## src/hw/rtl/assert_macros.svh

```systemverilog
// Assertion helpers, clocked on clk_i and disabled in reset.
`ifndef ASSERT_MACROS_SVH
`define ASSERT_MACROS_SVH

`ifndef ASSERT_OFF
`define ASSERT_CLK(lbl, prop, msg) \
  lbl: assert property (@(posedge clk_i) disable iff (!rst_ni) (prop)) else $error(msg);
`define ASSERT_NEVER(lbl, cond, msg) \
  lbl: assert property (@(posedge clk_i) disable iff (!rst_ni) !(cond)) else $error(msg);
`else
`define ASSERT_CLK(lbl, prop, msg)
`define ASSERT_NEVER(lbl, cond, msg)
`endif

`endif

```

## src/hw/rtl/kqs_pkg.sv

```systemverilog
package kqs_pkg;

  localparam int CAPACITY   = 16;
  localparam int NUM_QUEUES = 4;
  localparam int DATA_WIDTH = 32;

  localparam int SLOT_W = $clog2(CAPACITY + 1);
  localparam int IDX_W  = $clog2(CAPACITY);
  localparam int QIDX_W = (NUM_QUEUES > 1) ? $clog2(NUM_QUEUES) : 1;

  localparam int OP_W  = 2;
  localparam int QI_W  = 2;
  localparam int XD_W  = 32;
  localparam int ST_W  = 2;

  typedef logic [SLOT_W-1:0]     slot_t;
  typedef logic [DATA_WIDTH-1:0] word_t;

  localparam slot_t NULL_SLOT = SLOT_W'(CAPACITY);

  typedef enum logic [OP_W-1:0] {
    OP_ENQ  = 2'd0,
    OP_DEQ  = 2'd1,
    OP_PEEK = 2'd2
  } op_e;

  typedef enum logic [ST_W-1:0] {
    ST_DONE  = 2'd0,
    ST_FULL  = 2'd1,
    ST_EMPTY = 2'd2
  } status_e;

  typedef enum logic {
    S_IDLE,
    S_EXEC
  } state_e;

  typedef struct packed {
    logic             en;
    logic [IDX_W-1:0] addr;
  } link_rd_t;

  typedef struct packed {
    logic             en;
    logic [IDX_W-1:0] addr;
    slot_t            data;
  } link_wr_t;

  function automatic logic is_slot(input slot_t s);
    return s < NULL_SLOT;
  endfunction

  function automatic word_t to_store(input logic [XD_W-1:0] v);
    logic signed [63:0] e;
    e = 64'(signed'(v));
    return e[DATA_WIDTH-1:0];
  endfunction

  function automatic logic [XD_W-1:0] to_out(input word_t v);
    logic signed [63:0] e;
    e = 64'(signed'(v));
    return e[XD_W-1:0];
  endfunction

endpackage

```

## src/hw/rtl/kqs_in_if.sv

```systemverilog
interface kqs_in_if import kqs_pkg::*; ();
  logic                   valid;
  logic                   ready;
  logic [OP_W-1:0]        operation;
  logic [QI_W-1:0]        queue_index;
  logic signed [XD_W-1:0] data_in;

  modport source (output valid, operation, queue_index, data_in, input ready);
  modport sink   (input valid, operation, queue_index, data_in, output ready);
endinterface

```

## src/hw/rtl/kqs_out_if.sv

```systemverilog
interface kqs_out_if import kqs_pkg::*; ();
  logic                   valid;
  logic                   ready;
  logic signed [XD_W-1:0] data_out;
  logic [ST_W-1:0]        status;
  logic                   queue_now_empty;
  logic                   store_now_full;

  modport source (output valid, data_out, status, queue_now_empty, store_now_full,
                  input ready);
  modport sink   (input valid, data_out, status, queue_now_empty, store_now_full,
                  output ready);
endinterface

```

## src/hw/rtl/kqs_ram.sv

```systemverilog
module kqs_ram #(
  parameter int WIDTH = 32,
  parameter int DEPTH = 16
) (
  input  logic                     clk_i,
  input  logic                     we_i,
  input  logic [$clog2(DEPTH)-1:0] waddr_i,
  input  logic [WIDTH-1:0]         wdata_i,
  input  logic                     re_i,
  input  logic [$clog2(DEPTH)-1:0] raddr_i,
  output logic [WIDTH-1:0]         rdata_o
);

  logic [WIDTH-1:0] mem [DEPTH];
  logic [WIDTH-1:0] rdata_q;

  always_ff @(posedge clk_i) begin
    if (we_i) begin
      mem[waddr_i] <= wdata_i;
    end
    if (re_i) begin
      rdata_q <= mem[raddr_i];
    end
  end

  assign rdata_o = rdata_q;

endmodule

```

## src/hw/rtl/kqs_link_mem.sv

```systemverilog
module kqs_link_mem import kqs_pkg::*; (
  input  logic     clk_i,
  input  logic     rst_ni,
  input  link_rd_t rd_i,
  input  link_wr_t wr_i,
  output slot_t    rdata_o
);

  slot_t               mem [CAPACITY];
  logic [CAPACITY-1:0] vld_q;
  slot_t               mem_rd_q;
  slot_t               dflt_q;
  logic                hit_q;

  // unwritten entries read as the reset chain: slot i links to i+1
  always_ff @(posedge clk_i) begin
    if (wr_i.en) begin
      mem[wr_i.addr] <= wr_i.data;
    end
    if (rd_i.en) begin
      mem_rd_q <= mem[rd_i.addr];
      dflt_q   <= SLOT_W'(rd_i.addr) + SLOT_W'(1);
    end
  end

  always_ff @(posedge clk_i or negedge rst_ni) begin
    if (!rst_ni) begin
      vld_q <= '0;
      hit_q <= 1'b0;
    end else begin
      if (wr_i.en) begin
        vld_q[wr_i.addr] <= 1'b1;
      end
      if (rd_i.en) begin
        hit_q <= vld_q[rd_i.addr];
      end
    end
  end

  assign rdata_o = hit_q ? mem_rd_q : dflt_q;

endmodule

```

## src/hw/rtl/k_queues_shared_store.sv

```systemverilog
// Shared-store multi-queue: NUM_QUEUES FIFO queues as linked lists over one
// store of CAPACITY slots, unused slots on a common free list.
// in_i  : request channel (operation, queue_index, data_in), valid/ready.
//         Operations: enqueue, dequeue (returns removed value), peek at head.
// out_o : one result per request (data_out, status, queue_now_empty,
//         store_now_full), held in an output register.
// Timing: a request is taken only in the idle state; on that edge the link
//         and data memories are read. Once the output register is free, the
//         update state sets head/tail/free pointers, writes back at most one
//         link and at most one data word, and loads the result register,
//         which raises out_o.valid. A new request is taken only after the
//         update of the previous one is done.
// Stall: while a previous result waits in the output register a new request
//         is still taken; its update waits until the register frees.
// Reset: all queues empty, free list links every slot in order (per-slot
//         valid bits on the link memory, no clearing pass); usable at once.
`include "assert_macros.svh"

module k_queues_shared_store import kqs_pkg::*; (
  input logic      clk_i,
  input logic      rst_ni,
  kqs_in_if.sink   in_i,
  kqs_out_if.source out_o
);

  state_e state_q, state_d;

  logic [OP_W-1:0] op_q;
  logic [QI_W-1:0] qi_q;
  logic [XD_W-1:0] din_q;

  slot_t head_q [NUM_QUEUES];
  slot_t head_d [NUM_QUEUES];
  slot_t tail_q [NUM_QUEUES];
  slot_t tail_d [NUM_QUEUES];
  slot_t free_head_q, free_head_d;

  logic            out_vld_q;
  logic [XD_W-1:0] res_data_q, res_data_d;
  status_e         res_st_q, res_st_d;
  logic            res_qe_q, res_qe_d;
  logic            res_sf_q, res_sf_d;

  logic in_fire, exec_en, exec_fire, out_free;
  logic enq_done, deq_done;

  logic [QIDX_W-1:0] q_in, q;
  logic              q_ok;
  slot_t             h_in, h, t;

  link_rd_t link_rd;
  link_wr_t link_wr;
  slot_t    link_rdata;
  word_t    data_rdata;
  logic     data_we;

  // ---------------------------------------------------------------- control
  always_comb begin
    state_d = state_q;
    unique case (state_q)
      S_IDLE: begin
        if (in_fire) begin
          state_d = S_EXEC;
        end
      end
      S_EXEC: begin
        if (exec_fire) begin
          state_d = S_IDLE;
        end
      end
      default: state_d = S_IDLE;
    endcase
  end

  always_comb begin
    in_i.ready = 1'b0;
    exec_en    = 1'b0;
    unique case (state_q)
      S_IDLE:  in_i.ready = 1'b1;
      S_EXEC:  exec_en    = 1'b1;
      default: ;
    endcase
  end

  assign in_fire   = in_i.valid && in_i.ready;
  assign out_free  = !out_vld_q || out_o.ready;
  assign exec_fire = exec_en && out_free;

  // ------------------------------------------------------------ read issue
  assign q_in = QIDX_W'(in_i.queue_index);
  assign h_in = head_q[q_in];

  always_comb begin
    link_rd.en   = in_fire;
    link_rd.addr = (op_e'(in_i.operation) == OP_ENQ) ? free_head_q[IDX_W-1:0]
                                                      : h_in[IDX_W-1:0];
  end

  // ---------------------------------------------------------- update step
  assign q    = QIDX_W'(qi_q);
  assign q_ok = 32'(qi_q) < NUM_QUEUES;
  assign h    = head_q[q];
  assign t    = tail_q[q];

  always_comb begin
    slot_t nx;
    head_d      = head_q;
    tail_d      = tail_q;
    free_head_d = free_head_q;
    link_wr     = '0;
    data_we     = 1'b0;
    res_data_d  = '0;
    res_st_d    = ST_DONE;
    res_qe_d    = 1'b1;
    enq_done    = 1'b0;
    deq_done    = 1'b0;
    nx          = link_rdata;
    if (q_ok) begin
      case (op_e'(op_q))
        OP_ENQ: begin
          if (!is_slot(free_head_q)) begin
            res_st_d = ST_FULL;
          end else begin
            enq_done    = 1'b1;
            free_head_d = is_slot(nx) ? nx : NULL_SLOT;
            if (!is_slot(h)) begin
              head_d[q] = free_head_q;
            end else if (is_slot(t)) begin
              link_wr.en   = 1'b1;
              link_wr.addr = t[IDX_W-1:0];
              link_wr.data = free_head_q;
            end
            tail_d[q] = free_head_q;
            data_we   = 1'b1;
          end
        end
        OP_DEQ: begin
          if (!is_slot(h)) begin
            res_st_d = ST_EMPTY;
          end else begin
            // the tail's successor is null whatever its link holds
            deq_done     = 1'b1;
            res_data_d   = to_out(data_rdata);
            head_d[q]    = (h == t || !is_slot(nx)) ? NULL_SLOT : nx;
            link_wr.en   = 1'b1;
            link_wr.addr = h[IDX_W-1:0];
            link_wr.data = free_head_q;
            free_head_d  = h;
          end
        end
        OP_PEEK: begin
          if (!is_slot(h)) begin
            res_st_d = ST_EMPTY;
          end else begin
            res_data_d = to_out(data_rdata);
          end
        end
        default: ;
      endcase
      res_qe_d = !is_slot(head_d[q]);
    end else begin
      res_st_d = ST_EMPTY;
    end
    res_sf_d   = !is_slot(free_head_d);
    link_wr.en = link_wr.en && exec_fire;
    data_we    = data_we && exec_fire;
    enq_done   = enq_done && exec_fire;
    deq_done   = deq_done && exec_fire;
  end

  // ------------------------------------------------------------ registers
  always_ff @(posedge clk_i or negedge rst_ni) begin
    if (!rst_ni) begin
      state_q     <= S_IDLE;
      free_head_q <= '0;
      out_vld_q   <= 1'b0;
      for (int i = 0; i < NUM_QUEUES; i++) begin
        head_q[i] <= NULL_SLOT;
      end
    end else begin
      state_q <= state_d;
      if (exec_fire) begin
        free_head_q <= free_head_d;
        head_q      <= head_d;
        out_vld_q   <= 1'b1;
      end else if (out_o.ready) begin
        out_vld_q <= 1'b0;
      end
    end
  end

  always_ff @(posedge clk_i) begin
    if (in_fire) begin
      op_q  <= in_i.operation;
      qi_q  <= in_i.queue_index;
      din_q <= in_i.data_in;
    end
    if (exec_fire) begin
      tail_q     <= tail_d;
      res_data_q <= res_data_d;
      res_st_q   <= res_st_d;
      res_qe_q   <= res_qe_d;
      res_sf_q   <= res_sf_d;
    end
  end

  assign out_o.valid           = out_vld_q;
  assign out_o.data_out        = res_data_q;
  assign out_o.status          = res_st_q;
  assign out_o.queue_now_empty = res_qe_q;
  assign out_o.store_now_full  = res_sf_q;

  // ------------------------------------------------------------- memories
  kqs_link_mem u_link (
    .clk_i   (clk_i),
    .rst_ni  (rst_ni),
    .rd_i    (link_rd),
    .wr_i    (link_wr),
    .rdata_o (link_rdata)
  );

  kqs_ram #(
    .WIDTH (DATA_WIDTH),
    .DEPTH (CAPACITY)
  ) u_data (
    .clk_i   (clk_i),
    .we_i    (data_we),
    .waddr_i (free_head_q[IDX_W-1:0]),
    .wdata_i (to_store(din_q)),
    .re_i    (in_fire),
    .raddr_i (h_in[IDX_W-1:0]),
    .rdata_o (data_rdata)
  );

  // ----------------------------------------------------------- assertions
  `ASSERT_CLK(a_one_in_flight, in_fire |=> !in_i.ready, "request taken during update")
  `ASSERT_CLK(a_enq_pops_free, enq_done |=> free_head_q != $past(free_head_q), "free head held")
  `ASSERT_CLK(a_deq_pushes_free, deq_done |=> free_head_q == $past(h), "dequeued slot not freed")
  `ASSERT_NEVER(a_free_head_range, free_head_q > NULL_SLOT, "free head out of range")

endmodule

```

## src/flat_wrapper.sv

```systemverilog
// flat-port wrapper written by rule: the top's interface ports become plain ports
module k_queues_shared_store_flat import kqs_pkg::*;
  (clk_i, rst_ni, in_i_valid, in_i_operation, in_i_queue_index, in_i_data_in, in_i_ready, out_o_valid, out_o_data_out, out_o_status, out_o_queue_now_empty, out_o_store_now_full, out_o_ready);
  kqs_in_if in_i_i ();
  kqs_out_if out_o_i ();
  input logic clk_i;
  input logic rst_ni;
  input wire logic [$bits(in_i_i.valid)-1:0] in_i_valid;
  input wire logic [$bits(in_i_i.operation)-1:0] in_i_operation;
  input wire logic [$bits(in_i_i.queue_index)-1:0] in_i_queue_index;
  input wire logic [$bits(in_i_i.data_in)-1:0] in_i_data_in;
  output wire logic [$bits(in_i_i.ready)-1:0] in_i_ready;
  output wire logic [$bits(out_o_i.valid)-1:0] out_o_valid;
  output wire logic [$bits(out_o_i.data_out)-1:0] out_o_data_out;
  output wire logic [$bits(out_o_i.status)-1:0] out_o_status;
  output wire logic [$bits(out_o_i.queue_now_empty)-1:0] out_o_queue_now_empty;
  output wire logic [$bits(out_o_i.store_now_full)-1:0] out_o_store_now_full;
  input wire logic [$bits(out_o_i.ready)-1:0] out_o_ready;
  assign in_i_i.valid = in_i_valid;
  assign in_i_i.operation = in_i_operation;
  assign in_i_i.queue_index = in_i_queue_index;
  assign in_i_i.data_in = in_i_data_in;
  assign in_i_ready = in_i_i.ready;
  assign out_o_valid = out_o_i.valid;
  assign out_o_data_out = out_o_i.data_out;
  assign out_o_status = out_o_i.status;
  assign out_o_queue_now_empty = out_o_i.queue_now_empty;
  assign out_o_store_now_full = out_o_i.store_now_full;
  assign out_o_i.ready = out_o_ready;
  k_queues_shared_store u_core (.clk_i(clk_i), .rst_ni(rst_ni), .in_i(in_i_i), .out_o(out_o_i));
endmodule
```

## config.mk

```make
export PLATFORM = sky130hd
export DESIGN_NAME = k_queues_shared_store_flat
export DESIGN_NICKNAME = d
export VERILOG_FILES = /design/src/hw/rtl/kqs_pkg.sv /design/src/hw/rtl/kqs_in_if.sv /design/src/hw/rtl/kqs_out_if.sv /design/src/hw/rtl/kqs_ram.sv /design/src/hw/rtl/kqs_link_mem.sv /design/src/hw/rtl/k_queues_shared_store.sv /design/src/flat_wrapper.sv
export VERILOG_INCLUDE_DIRS = /design/src /design/src/hw/rtl
export SDC_FILE = /design/constraint.sdc
export NUM_CORES = 1
export LEC_CHECK = 0
export BUFFER_PORTS_ARGS = -buffer_cell sky130_fd_sc_hd__buf_4
export CORE_AREA = 2 2 350 352
export DETAILED_ROUTE_END_ITERATION = 8
export DIE_AREA = 0 0 352 354
export PLACE_DENSITY = 0.42
export SLEW_MARGIN = 10
export SYNTH_ARGS = -nofsm -noshare
export SYNTH_HDL_FRONTEND = slang
export SYNTH_SLANG_ARGS = --single-unit
```

## constraint.sdc

```tcl
create_clock -name clk_i -period 6.8 [get_ports clk_i]
set_input_delay 1.36 -clock clk_i [delete_from_list [all_inputs] [get_ports clk_i]]
set_output_delay 1.36 -clock clk_i [all_outputs]
set_load 0.1 [all_outputs]
```

Yosys cells after proc, flatten, opt, wreduce, memory -nomap -nowiden:

Memory sizes are Yosys's and may differ from the RTL's. A register that Yosys moved wholly into a read port is not among the register bits.
Index checks and enable logic that the tools add are counted.

* RAM bits: 592
* input bits: 40
* memory bits (read-only): 0
* flip-flop bits (word level): 141
* memories: 2
* bits in latches: 0

Memory list
* u_core.u_data.mem: words 16, width 32, rd ports 1, clocked after Yosys merged registers in 1, wr ports 1, line kqs_ram.sv:14 `logic [WIDTH-1:0] mem [DEPTH];`
* u_core.u_link.mem: words 16, width 5, rd ports 1, clocked after Yosys merged registers in 1, wr ports 1, line kqs_link_mem.sv:9 `slot_t mem [CAPACITY];`

* multiplexer cells: 53
* multiply operators: 0
* shift operators: 0
* $add $sub $neg: 1
* equality and inequality tests: 3
* bitwise operators: 4
* reductions and logical operators: 18
* divide/modulo/power cells: 0
* $lt $le $gt $ge: 12

Operator list (number)
* 20-bit bitwise mux: 3
* 20-bit 2-to-1 mux: 3
* 5-bit 2-to-1 mux: 12
* 5-bit binary-select mux with 2-bit select: 4
* 10-bit 2-to-1 mux: 4
* 20-bit case mux with 2 select lines: 1
* 5-bit less-than comparator (second input constant): 6
* 10-bit case mux with 2 select lines: 1
* 16-bit bitwise OR: 1
* 1-bit 2-to-1 mux: 15
* 4-bit 2-to-1 mux: 3
* 5-bit demux with 2-bit select: 1
* 4-bit by 5-bit less-than comparator with 1-bit output (second input constant): 2
* 5-bit case mux with 2 select lines: 1
* 3-bit >= comparator (second input constant): 2
* 1-bit logical AND: 6
* 2-bit inverter with 3-bit output: 2
* 4-bit by 1-bit adder with 5-bit output (second input constant): 1
* 5-bit == test: 1
* 1-bit binary-select mux with 4-bit select: 1
* 1-bit demux with 4-bit select: 1
* 4-bit by 1-bit >= comparator with 1-bit output (second input constant): 1
* 1-bit logical NOT: 4
* 2-bit logical NOT: 2
* other kinds (12): 13

Depth between registers and ports, before layout:

Gate-level depths: netlist of the first run.

* depth in word-level cells: 15
* gate-level depth with buffers: 10
* depth with buffers taken out: 8

Modules after synthesis:

A second synthesis of the first run with hierarchy kept.

* cells, all modules: 1407
* area total of the unflattened synthesis: 29645.9 µm²

Modules (own cells, without submodules)
* kqs_ram: area an instance 20155.6 µm², seq. area each 16335.7 µm², times used 1, cells an instance 838
* k_queues_shared_store: area an instance 5261.3 µm², seq. area each 3443.3 µm², times used 1, cells an instance 362
* kqs_link_mem: area an instance 4229.1 µm², seq. area each 3128.0 µm², times used 1, cells an instance 207

Least setup slack after synthesis of the first run:

Ideal clock, no wire load.

* path kind: input -> register
* from: input port out_o_ready
* to: memory u_core.u_data.mem[2][0] (enable)
* arrival: 5.673 ns
* buffers on the path: 2
* cell stages on the path: 6
* setup time: 0.461 ns
* data required time: 6.339 ns
* path slack: 0.666 ns
* cells stage by stage: nand2b_1 -> and2_1 -> clkbuf_1 -> clkbuf_1 -> nand4b_1 -> nor3_1

* cells in the longest elaborated chain, start to end: 5

Ends and longest elaborated chain
* start: declaration: line flat_wrapper.sv:18 `input wire logic [$bits(out_o_i.ready)-1:0] out_o_ready;`
* 1-bit logical OR: line k_queues_shared_store.sv:86 `assign out_free = !out_vld_q || out_o.ready;`
* 1-bit logical AND: line k_queues_shared_store.sv:87 `assign exec_fire = exec_en && out_free;`
* net u_core.exec_fire: line k_queues_shared_store.sv:44 `logic in_fire, exec_en, exec_fire, out_free;`
* 1-bit logical AND: line k_queues_shared_store.sv:166 `data_we = data_we && exec_fire;`
* 1-bit 2-to-1 mux: line kqs_ram.sv:18 `if (we_i) begin`
* 1-bit 2-to-1 mux (not written as such): line kqs_ram.sv:19 `mem[waddr_i] <= wdata_i;`
* end: declaration: line kqs_ram.sv:14

The timed path passes the listed nets, and every way through them passes these cells.

Worst setup path after layout of the first run:

* from: input port out_o_ready
* to: memory u_core.u_data.mem[4][31] (enable)

* cells in the longest elaborated chain, start to end: 5

Ends and longest elaborated chain (line)
* 1-bit logical OR: k_queues_shared_store.sv:86
* 1-bit logical AND: k_queues_shared_store.sv:87
* 1-bit logical AND: k_queues_shared_store.sv:166
* 1-bit 2-to-1 mux: kqs_ram.sv:18
* 1-bit 2-to-1 mux (not written as such): kqs_ram.sv:19

Every way passes these cells.

==> out/summary.json, run 1 <==
{
  "run_status": {
    "status": "finished, final reports clean"
  },
  "critical_path": {
    "crit_start": "out_o_ready",
    "cp.arrival_ps": 4040,
    "cp-end-kind": "flop",
    "crit_path_max_fanout": 26,
    "endpoint_required_time_on_the_critical_path_ps": 7090,
    "reg2reg_start": "u_core.op_q[0]$_DFFE_PP_",
    "timing.critical_path.from_type": "input pin",
    "worstSetupPathType": "in2reg"
  },
  "min_path": {
    "hold_path.startpoint": "u_core.u_link.vld_q[2]$_DFFE_PN0P_",
    "min_path_type": "reg2reg"
  },
  "timing": {
    "post-route-worst-setup-slack_ps": 3060,
    "fin_crit_sh_pct": 55.1,
    "number_of_failing_hold_endpoints_at_the_final_stage": 0,
    "slew-limit-headroom_pct": 16.3,
    "worstMarginPinSlew_ps": 1260,
    "final-setup-viol-count": 0,
    "grt_setup_unrepaired": "false",
    "max_freq_ghz": 0.267,
    "min_tclk_post_route_ps": 3740,
    "drv_slew": 0,
    "setup_total_negative_slack_ps": 0,
    "skew_ps": 15.8
  },
  "detailed_routing": {
    "via_to_cell_ratio": 4.42,
    "via_count": 14900,
    "drt_first_pass_iters": 5,
    "route.detailed.drc": 0,
    "initialDrtViolationCount": 1272,
    "routed_wl_um": 75500,
    "antenna_left": 0,
    "routedWlPerCell_um": 22.4
  },
  "floorplan": {
    "rows": 128,
    "fp.dieArea_um2": 125000,
    "floorplan.io_pins": 78,
    "initial_utilization_pct": 24.9,
    "die_width_um": 352,
    "floorplan.die.height_um": 354,
    "design.core.area_um2": 121000
  },
  "logic_synthesis": {
    "synth_fp_nets": 1600,
    "netlist-cell-type-count": 52,
    "yosys_most_used_dff": "sky130_fd_sc_hd__edfxtp_1",
    "post_synth_instance_area_um2": 30100,
    "ys_warn_count": 0,
    "syn-mean-instance-area_um2": 19.3,
    "syn-instance-count": 1555,
    "ys_async_sr_fraction_pct": 5.71,
    "seq_area_frac_synth_pct": 76.2,
    "yosys_register_bits": 770,
    "synth_edf_count": 726
  },
  "grt": {
    "grt_first_pass_wirelength_um": 111000,
    "gr-total-overflow": 0,
    "pin_count_of_the_biggest_net_entering_global_routing": 129,
    "number_of_global_route_vias_before_repair": 15800,
    "gr_util_met3_pct": 2.06,
    "globalRouteMet1Util_pct": 15.9,
    "global_route.usage.met2_pct": 20.5,
    "busiest_layer": "met2",
    "grt_util_all_layers_pct": 12.1,
    "number_of_antenna_violations_at_the_first_check_in_global_routing": 1
  },
  "clock_tree": {
    "cts_tree": "yes",
    "ctsLongestPathBuffers": 3,
    "insertion_delay_ps": 650,
    "cts_inserted_buffers": 87,
    "cts_post_setup_buffers_inserted": 0,
    "ctsRootBufferMaster": "sky130_fd_sc_hd__clkbuf_16",
    "post_cts_resize_count": 0,
    "clkTransAtPathRegs_ps": 60,
    "hold_buffers": 0,
    "htreeDepth": 3,
    "clkSinkCount": 770
  },
  "place": {
    "port_buffers": 77,
    "routabilityCongestion": 0.766,
    "post-place-ws_ps": 2280,
    "place.detailed.hpwl_um": 43700
  },
  "run": {
    "maxCapViolCount": 0
  },
  "finish": {
    "drive_above_1_share_pct": 25.0,
    "layout_common_cells": "sky130_fd_sc_hd__edfxtp_1 (726), sky130_fd_sc_hd__mux4_2 (147), sky130_fd_sc_hd__buf_4 (109)",
    "fin_nets": 1721,
    "syn2layout_area_growth_pct": 18.2,
    "mostFrequentLayoutCell": "sky130_fd_sc_hd__edfxtp_1"
  },
  "power": {
    "vdd_ir_drop_max_v": 0.000222,
    "power.leakage_nw": 11.2,
    "cellPowerDensity_nw_per_um2": 388
  }
}
-- metal layers --
metal	vias up	share of wire (%)
li1	6542	-
met1	7879	44
met2	332	50
met3	126	3.6
met4	0	2.3
met5	-	0
-- logic make-up (layout without fill, tap and decap cells) --
kind of cell	count (synthesis)	in the layout	share of synthesized area (%)
xor+xnor	9	9	0.262
other cells	0	1	0
compound gates	155	155	3.42
fa+ha+maj	5	5	0.208
mux	202	202	13.1
flops	770	770	76.2
simple gates	320	320	5.34
buf+inv	94	283	1.53
-- cells in the mapped netlist (all sizes together), types with 19 or more instances --
master | instances | area share, %
nor2b | 35 | 0.73
nand3 | 38 | 0.63
a211oi | 33 | 0.82
and2 | 39 | 0.81
a21oi | 46 | 0.78
mux4 | 151 | 11
o21ai | 20 | 0.33
clkbuf | 40 | 0.50
buf | 41 | 0.87
nand4 | 19 | 0.40
nand2 | 91 | 1.1
nor2 | 50 | 0.62
dfrtp | 40 | 3.3
edfxtp | 726 | 72
mux2i | 45 | 1.5
-- final timing paths --
path                       slack, ps                                 end  depth (start not counted)
min in group asynchronous        730        u_core.head_q[6]$_DFFE_PN0P_                          1
hold reg to reg                  460  u_core.u_link.vld_q[2]$_DFFE_PN0P_                          2
setup / recovery                3060  u_core.u_data.mem[4][31]$_DFFE_PP_                          7
hold / removal                   460  u_core.u_link.vld_q[2]$_DFFE_PN0P_                          2
setup reg to reg                3400  u_core.u_data.mem[4][31]$_DFFE_PP_                          8
max in group asynchronous       5640      u_core.out_o.valid$_DFFE_PN0P_                          1
-- worst max-delay path: stages --
cell                       delay, ps
sky130_fd_sc_hd__buf_4            80
sky130_fd_sc_hd__nand2b_1        230
sky130_fd_sc_hd__and2_4          470
sky130_fd_sc_hd__nand2_1         330
sky130_fd_sc_hd__or3_1           560
sky130_fd_sc_hd__nor2_4          500
sky130_fd_sc_hd__buf_4           450
-- layout make-up --
| cell class | count | area (um2) |
|---|---|---|
| clock buffer | 107 | 2300 |
| fill | 11800 | 85400 |
| multi-input combinational | 691 | 6850 |
| antenna | 1 | 2.50 |
| sequential | 770 | 22900 |
| timing repair buffer | 113 | 913 |
| tap | 1625 | 2030 |
| clock inverter | 50 | 503 |
| inverter | 13 | 51.3 |
-- power by group --
group / leakage (nW) / total [mW] / internal (mW) / switching, mW
sequential: 7.19 / 5.90 / 5.62 / 0.281
combinational: 2.63 / 3.24 / 1.28 / 1.95
clock: 1.37 / 4.65 / 2.72 / 1.92
total: 11.2 / 13.8 / 9.63 / 4.16
-- stage by stage --
stage	hold WS (ps)	total power, mW	util, %	instances	area (um2)
2_1_floorplan	427	8.29	-	1555	30100
6_report	460	13.8	29.4	3370	35600
3_5_place_dp	454	9.33	27.1	3212	32800
4_1_cts	467	14.0	29.4	3369	35600
5_1_grt	492	14.4	29.4	3369	35600
3_3_place_gp	456	9.32	27.0	3210	32700
-- sequential cells by signal (all words and copies together) (netlist names), 16 cells and up --
signal	cells
u_core.din_q	32
u_core.head_q	20
u_core.out_o.data_out	32
u_core.tail_q	20
u_core.u_data.mem	512
u_core.u_data.rdata_o	32
u_core.u_link.mem	80
u_core.u_link.vld_q	16
(Power assumes the default switching activity.)
==> inputs of run 2 (changes only) <==
--- a/config.mk
+++ b/config.mk
@@ -6,10 +6,11 @@
 export SDC_FILE = /design/constraint.sdc
 export NUM_CORES = 1
 export LEC_CHECK = 0
+export ABC_AREA = 1
 export BUFFER_PORTS_ARGS = -buffer_cell sky130_fd_sc_hd__buf_4
-export CORE_AREA = 2 2 350 352
+export CORE_AREA = 2 2 359 361
 export DETAILED_ROUTE_END_ITERATION = 8
-export DIE_AREA = 0 0 352 354
+export DIE_AREA = 0 0 361 363
 export PLACE_DENSITY = 0.42
 export SLEW_MARGIN = 10
 export SYNTH_ARGS = -nofsm -noshare
==> constraint.sdc (replaced) <==
create_clock -name clk_i -period 3.67 [get_ports clk_i]
set_input_delay 0.734 -clock clk_i [delete_from_list [all_inputs] [get_ports clk_i]]
set_output_delay 0.734 -clock clk_i [all_outputs]
set_load 0.1 [all_outputs]
==> out/summary.json, run 2 <==
{
  "detailed_routing": {
    "antenna_left": 0,
    "routed_wl_um": 89300,
    "initialDrtViolationCount": 1395,
    "routedWlPerCell_um": 20.5,
    "via_count": 19700,
    "drt_first_pass_iters": 5,
    "route.detailed.drc": 0,
    "via_to_cell_ratio": 4.53
  },
  "grt": {
    "busiest_layer": "met2",
    "gr-total-overflow": 0,
    "global_route.usage.met2_pct": 23.1,
    "grt_first_pass_wirelength_um": 132000,
    "number_of_antenna_violations_at_the_first_check_in_global_routing": 1,
    "gr_util_met3_pct": 2.16,
    "grt_util_all_layers_pct": 13.5,
    "number_of_global_route_vias_before_repair": 19800,
    "pin_count_of_the_biggest_net_entering_global_routing": 130,
    "globalRouteMet1Util_pct": 17.5
  },
  "finish": {
    "top_regs": "u_core.u_data.mem: 512 flops, u_core.u_link.mem: 80 flops",
    "mostFrequentLayoutCell": "sky130_fd_sc_hd__edfxtp_1",
    "final-instance-count-excl-fill": 4354,
    "syn2layout_area_growth_pct": 17.9,
    "drive_above_1_share_pct": 12.4,
    "stdcell_area_um2": 37300,
    "largest_register_ffs": 512,
    "diodes": 0,
    "fin_nets": 2669,
    "largest_register": "u_core.u_data.mem",
    "filler_cell_count": 12700,
    "layout_common_cells": "sky130_fd_sc_hd__edfxtp_1 (726), sky130_fd_sc_hd__nand2_1 (355), sky130_fd_sc_hd__o21ai_0 (333)"
  },
  "place": {
    "dp.cells": 4198,
    "post-place-ws_ps": 464,
    "placed_area_um2": 34600,
    "port_buffers": 77,
    "routabilityCongestion": 0.868,
    "place.detailed.hpwl_um": 49200
  },
  "logic_synthesis": {
    "yosys_register_bits": 770,
    "syn-mean-instance-area_um2": 12.4,
    "synth_compound_area_share_pct": 14.1,
    "post_synth_main_area_contributors": "sky130_fd_sc_hd__edfxtp_1 (69%), sky130_fd_sc_hd__o21ai_0 (5.3%), sky130_fd_sc_hd__nand2_1 (4.2%)",
    "post_synth_and_or_nand_nor_area_fraction_pct": 8.19,
    "netlist-cell-type-count": 42,
    "ys_top_cells_by_count": "sky130_fd_sc_hd__edfxtp_1 (726), sky130_fd_sc_hd__nand2_1 (358), sky130_fd_sc_hd__o21ai_0 (333)",
    "yosys_most_used_dff": "sky130_fd_sc_hd__edfxtp_1",
    "synth.top_cell.area_share_pct": 68.8,
    "muxShareOfSynthArea_pct": 0.0948,
    "synth_xor_xnor_area_share_pct": 0.0553,
    "synth_fp_nets": 2599,
    "netlist.top_cell.by_area": "sky130_fd_sc_hd__edfxtp_1",
    "synth_most_common_cell": "sky130_fd_sc_hd__edfxtp_1",
    "synthAdderAreaFrac_pct": 0.198,
    "ys_warn_count": 0,
    "synth_edf_count": 726,
    "combinational_family_with_the_most_area_after_synthesis": "compound AO/OA/AOI/OAI gates",
    "post_synth_instance_area_um2": 31700,
    "ys_async_sr_fraction_pct": 5.71,
    "syn-instance-count": 2554,
    "seq_area_frac_synth_pct": 72.3
  },
  "power": {
    "cellPowerDensity_nw_per_um2": 672,
    "cell_internal_pwr_mw": 16.8,
    "power_frac_clock_pct": 33.3,
    "sw_frac_of_total_pct": 33.0,
    "power.leakage_nw": 12.9,
    "fin_total_pwr_mw": 25.1,
    "seqPwrFrac_pct": 43.0,
    "pwr-share-comb_pct": 23.6,
    "vdd_ir_drop_max_v": 0.000368,
    "total_switching_power_mw": 8.28
  },
  "clock_tree": {
    "post_cts_resize_count": 0,
    "clkSinkCount": 770,
    "htreeDepth": 3,
    "insertion_delay_ps": 660,
    "hold_buffers": 0,
    "cts_inserted_buffers": 86,
    "cts_post_setup_buffers_inserted": 0,
    "clkTransAtPathRegs_ps": 60,
    "cts_tree": "yes",
    "ctsLongestPathBuffers": 3,
    "ctsRootBufferMaster": "sky130_fd_sc_hd__clkbuf_16"
  },
  "timing": {
    "slew-limit-headroom_pct": 46.2,
    "drv_slew": 0,
    "worstMarginPinSlew_ps": 806,
    "setup_total_negative_slack_ps": 0,
    "skew_ps": 23.9,
    "post-route-worst-setup-slack_ps": 471,
    "fin_crit_sh_pct": 87.2,
    "grt_setup_unrepaired": "false",
    "max_freq_ghz": 0.313,
    "min_tclk_post_route_ps": 3200,
    "final-setup-viol-count": 0,
    "number_of_failing_hold_endpoints_at_the_final_stage": 0
  },
  "run_status": {
    "status": "finished, final reports clean"
  },
  "floorplan": {
    "fp.dieArea_um2": 131000,
    "initial_utilization_pct": 24.9,
    "design.core.area_um2": 127000,
    "rows": 131,
    "floorplan.die.height_um": 363,
    "die_width_um": 361,
    "floorplan.io_pins": 78
  },
  "critical_path": {
    "endpoint_required_time_on_the_critical_path_ps": 4160,
    "cp-end-kind": "flop",
    "timing.critical_path.from_type": "flop",
    "cp.arrival_ps": 3690,
    "worstSetupPathType": "reg2reg",
    "crit_path_max_fanout": 15
  },
  "run": {
    "maxCapViolCount": 0
  },
  "min_path": {
    "min_path_type": "in2async"
  }
}
[run 2: changes by cell type in the layout (fill, tap and decap cells not counted), sizes merged, moves of 33 or more]
cell    change
inv       +223
a211oi     -33
and2       -39
o21ai     +334
o221ai     +48
nand2     +281
nor2      +111
a21oi     +125
mux2i      -42
nor2b      -35
mux4      -151
o211ai     +82
o22ai      +61
[run 2: area by class of cell]
type                       count  area [um2]  area share (%)
clock inverter                44         415            1.11
clock buffer                 112        2300            6.17
timing repair buffer         138        1400            3.75
tap                         1662        2080            5.57
multi-input combinational   1389        7330            19.6
inverter                     239         905            2.42
sequential                   770       22900            61.3
[run 2: cell families after synthesis]
kind of cell	count (synthesis)
adder cells (fa/ha/maj)	5
multiplexers	3
AO/OA/AOI/OAI	767
flip-flops	770
XOR/XNOR	2
buffers and inverters	395
AND/OR/NAND/NOR	612
[run 2: critical path, stage by stage, from the launching register on]
cell	delay, ps
sky130_fd_sc_hd__edfxtp_1	510
sky130_fd_sc_hd__nor2_2	560
sky130_fd_sc_hd__nand2_1	130
sky130_fd_sc_hd__o21ai_2	100
sky130_fd_sc_hd__a21oi_2	70
sky130_fd_sc_hd__nand2_4	200
sky130_fd_sc_hd__inv_4	90
sky130_fd_sc_hd__ha_1	270
sky130_fd_sc_hd__inv_1	100
sky130_fd_sc_hd__nand2_1	60
sky130_fd_sc_hd__nor2_1	100
sky130_fd_sc_hd__nand3_1	140
sky130_fd_sc_hd__nand2_2	230
sky130_fd_sc_hd__nand3_1	100
sky130_fd_sc_hd__nand2_1	90
sky130_fd_sc_hd__nand3_1	120
sky130_fd_sc_hd__nand3_1	160
[run 2: metrics by stage]
stage | util (%) | hold slack (ps)
after floorplan | - | 421
after global placement | 27.3 | 441
after detailed placement | 27.3 | 439
after CTS | 29.4 | 83.5
after global routing | 29.4 | 127
final | 29.4 | 105
[run 2: path summary, 6_finish.rpt]
check / start / endpoint / slack, ps / cells past startpoint
min in group clk_i: in_i_data_in[24] / u_core.din_q[24]$_DFFE_PP_ / 250 / 1
hold / removal: rst_ni / u_core.u_link.vld_q[4]$_DFFE_PN0P_ / 100 / 1
hold reg to reg: u_core.u_link.vld_q[8]$_DFFE_PN0P_ / u_core.u_link.vld_q[8]$_DFFE_PN0P_ / 460 / 2
max in group asynchronous: rst_ni / u_core.head_q[18]$_DFFE_PN0P_ / 3090 / 1
setup reg to reg: u_core.q[1]$_DFFE_PP_ / u_core.out_o.queue_now_empty$_DFFE_PP_ / 470 / 16
setup / recovery: u_core.q[1]$_DFFE_PP_ / u_core.out_o.queue_now_empty$_DFFE_PP_ / 470 / 16
[run 2: metal layers]
layer	wire length (um)	vias to the layer above
li1	-	9399
met4	1950	0
met5	0	-
met1	39900	9779
met3	3770	103
met2	43600	435
[run 2: power groups by stage]
stage / combinational, mW / sequential (mW) / clock [mW]
2_1_floorplan: 3.66 / 11.3 / 0
3_3_place_gp: 5.96 / 11.0 / 0
3_5_place_dp: 6.03 / 11.0 / 0
4_1_cts: 6.05 / 10.8 / 8.65
5_1_grt: 6.61 / 10.9 / 8.98
6_report: 5.93 / 10.8 / 8.37
==> inputs of run 3 (changes only) <==
--- a/config.mk
+++ b/config.mk
@@ -6,12 +6,12 @@
 export SDC_FILE = /design/constraint.sdc
 export NUM_CORES = 1
 export LEC_CHECK = 0
-export ABC_AREA = 1
+export ABC_AREA = 0
 export BUFFER_PORTS_ARGS = -buffer_cell sky130_fd_sc_hd__buf_4
-export CORE_AREA = 2 2 359 361
+export CORE_AREA = 2 2 227 229
 export DETAILED_ROUTE_END_ITERATION = 8
-export DIE_AREA = 0 0 361 363
-export PLACE_DENSITY = 0.42
+export DIE_AREA = 0 0 229 231
+export PLACE_DENSITY = 0.8
 export SLEW_MARGIN = 10
 export SYNTH_ARGS = -nofsm -noshare
 export SYNTH_HDL_FRONTEND = slang
==> out/summary.json, run 3 (synthesis gave the netlist of run 1 again) <==
{
  "floorplan": {
    "rows": 83,
    "fp.dieArea_um2": 52900,
    "floorplan.io_pins": 78,
    "design.core.area_um2": 50700,
    "floorplan.die.height_um": 231,
    "die_width_um": 229,
    "initial_utilization_pct": 59.3
  },
  "finish": {
    "largest_register_ffs": 512,
    "top_regs": "u_core.u_data.mem: 512 flops, u_core.u_link.mem: 80 flops",
    "multi_input_area_um2": 6860,
    "filler_cell_count": 3155,
    "fin_nets": 1734,
    "diodes": 0,
    "area_taken_by_flip_flops_and_latches_um2": 22900,
    "syn2layout_area_growth_pct": 14.3,
    "final-instance-count-excl-fill": 2427,
    "drive_above_1_share_pct": 25.2,
    "largest_register": "u_core.u_data.mem",
    "layout_common_cells": "sky130_fd_sc_hd__edfxtp_1 (726), sky130_fd_sc_hd__mux4_2 (148), sky130_fd_sc_hd__buf_4 (115)",
    "mostFrequentLayoutCell": "sky130_fd_sc_hd__edfxtp_1"
  },
  "timing": {
    "max_freq_ghz": 0.320,
    "final-setup-viol-count": 0,
    "min_tclk_post_route_ps": 3120,
    "drv_slew": 0,
    "slew-limit-headroom_pct": 35.6,
    "worstMarginPinSlew_ps": 966,
    "setup_total_negative_slack_ps": 0,
    "fin_crit_sh_pct": 85.1,
    "skew_ps": 22.1,
    "number_of_failing_hold_endpoints_at_the_final_stage": 0,
    "grt_setup_unrepaired": "false"
  },
  "critical_path": {
    "cp-end-kind": "flop",
    "timing.critical_path.slowest_stage_cell": "sky130_fd_sc_hd__ha_1",
    "worstSetupPathType": "reg2reg",
    "cp.arrival_ps": 3360,
    "endpoint_required_time_on_the_critical_path_ps": 3910,
    "crit_path_max_fanout": 22,
    "critPathMaxStageDelay_ps": 700,
    "crit_path_cell_trace": "inv_1, ha_1, o211a_1, o21a_1, nand3_1, nor2_1",
    "timing.critical_path.from_type": "flop"
  },
  "grt": {
    "pin_count_of_the_biggest_net_entering_global_routing": 97,
    "number_of_global_route_vias_before_repair": 16000,
    "number_of_antenna_violations_at_the_first_check_in_global_routing": 1,
    "grt_util_all_layers_pct": 26.3,
    "grt_first_pass_wirelength_um": 102000,
    "gr-total-overflow": 0
  },
  "power": {
    "cellPowerDensity_nw_per_um2": 714,
    "vdd_ir_drop_max_v": 0.000615,
    "power.leakage_nw": 11.1
  },
  "clock_tree": {
    "ctsLongestPathBuffers": 3,
    "htreeDepth": 3,
    "cts_inserted_buffers": 76,
    "post_cts_resize_count": 0,
    "insertion_delay_ps": 630,
    "clkTransAtPathRegs_ps": 60,
    "ctsRootBufferMaster": "sky130_fd_sc_hd__clkbuf_16",
    "cts_post_setup_buffers_inserted": 0,
    "cts_tree": "yes",
    "clkSinkCount": 770,
    "hold_buffers": 0
  },
  "run": {
    "maxCapViolCount": 0
  },
  "detailed_routing": {
    "via_count": 15800,
    "initialDrtViolationCount": 1955,
    "via_to_cell_ratio": 6.50,
    "routedWlPerCell_um": 28.2,
    "routed_wl_um": 68300,
    "antenna_left": 0,
    "route.detailed.drc": 0,
    "drt_first_pass_iters": 6
  },
  "run_status": {
    "status": "finished, final reports clean"
  },
  "min_path": {
    "min_path_type": "in2async"
  },
  "place": {
    "routabilityCongestion": 0.923,
    "port_buffers": 77,
    "place.detailed.hpwl_um": 34800,
    "dp.cells": 2291
  }
}
[run 3: layer usage]
metal | global-route usage [%] | vias to the layer above | part of all wire [%]
met5 | 0 | - | 0
met4 | 10.1 | 0 | 3.0
met3 | 4.20 | 154 | 8.4
met1 | 36.2 | 8099 | 38
li1 | - | 6558 | -
met2 | 43.3 | 962 | 50
[run 3: area by class of cell]
cell class,instances,area share [%]
multi-input combinational,691,20.0
sequential,770,66.6
clock buffer,96,5.94
clock inverter,40,1.06
tap,680,2.47
timing repair buffer,137,3.79
inverter,13,0.149
[run 3: path summary, 6_finish.rpt]
check                                              startpoint                                 end  slack [ps]  depth (start not counted)
max                                  u_core.op_q[1]$_DFFE_PP_   u_core.u_link.mem[6][4]$_DFFE_PP_         550                          6
min                                                    rst_ni  u_core.u_link.vld_q[1]$_DFFE_PN0P_         120                          1
max reg2reg                          u_core.op_q[1]$_DFFE_PP_   u_core.u_link.mem[6][4]$_DFFE_PP_         550                          6
min reg2reg                u_core.u_link.vld_q[2]$_DFFE_PN0P_  u_core.u_link.vld_q[2]$_DFFE_PN0P_         470                          2
max in group asynchronous                              rst_ni  u_core.u_link.vld_q[4]$_DFFE_PN0P_        3150                          1
min in group clk_i                            in_i_data_in[6]           u_core.din_q[6]$_DFFE_PP_         280                          1
[run 3: worst max-delay path: cells and delay by family, from the launching register on]
family	cells	cell delay (ps)
compound gates	2	750
fa+ha+maj	1	700
buf+inv	1	100
flops	1	410
simple gates	2	770
[run 3: where the power goes]
part | switching, mW | leakage, nW | total, mW | internal (mW)
sequential | 0.430 | 7.19 | 10.8 | 10.4
clock | 3.23 | 1.16 | 7.60 | 4.37
combinational | 3.61 | 2.78 | 6.11 | 2.50
[run 3: stage by stage]
step	utilization [%]	worst slack [ps]	hold slack, ps	instance area [um2]	total power, mW
floorplan	-	-152	427	30200	15.4
global placement	63.1	379	445	32000	16.8
detailed placement	63.1	284	450	32000	17.0
CTS	67.8	635	110	34400	24.6
global route	67.8	413	161	34400	25.4
finish	67.8	547	116	34400	24.5
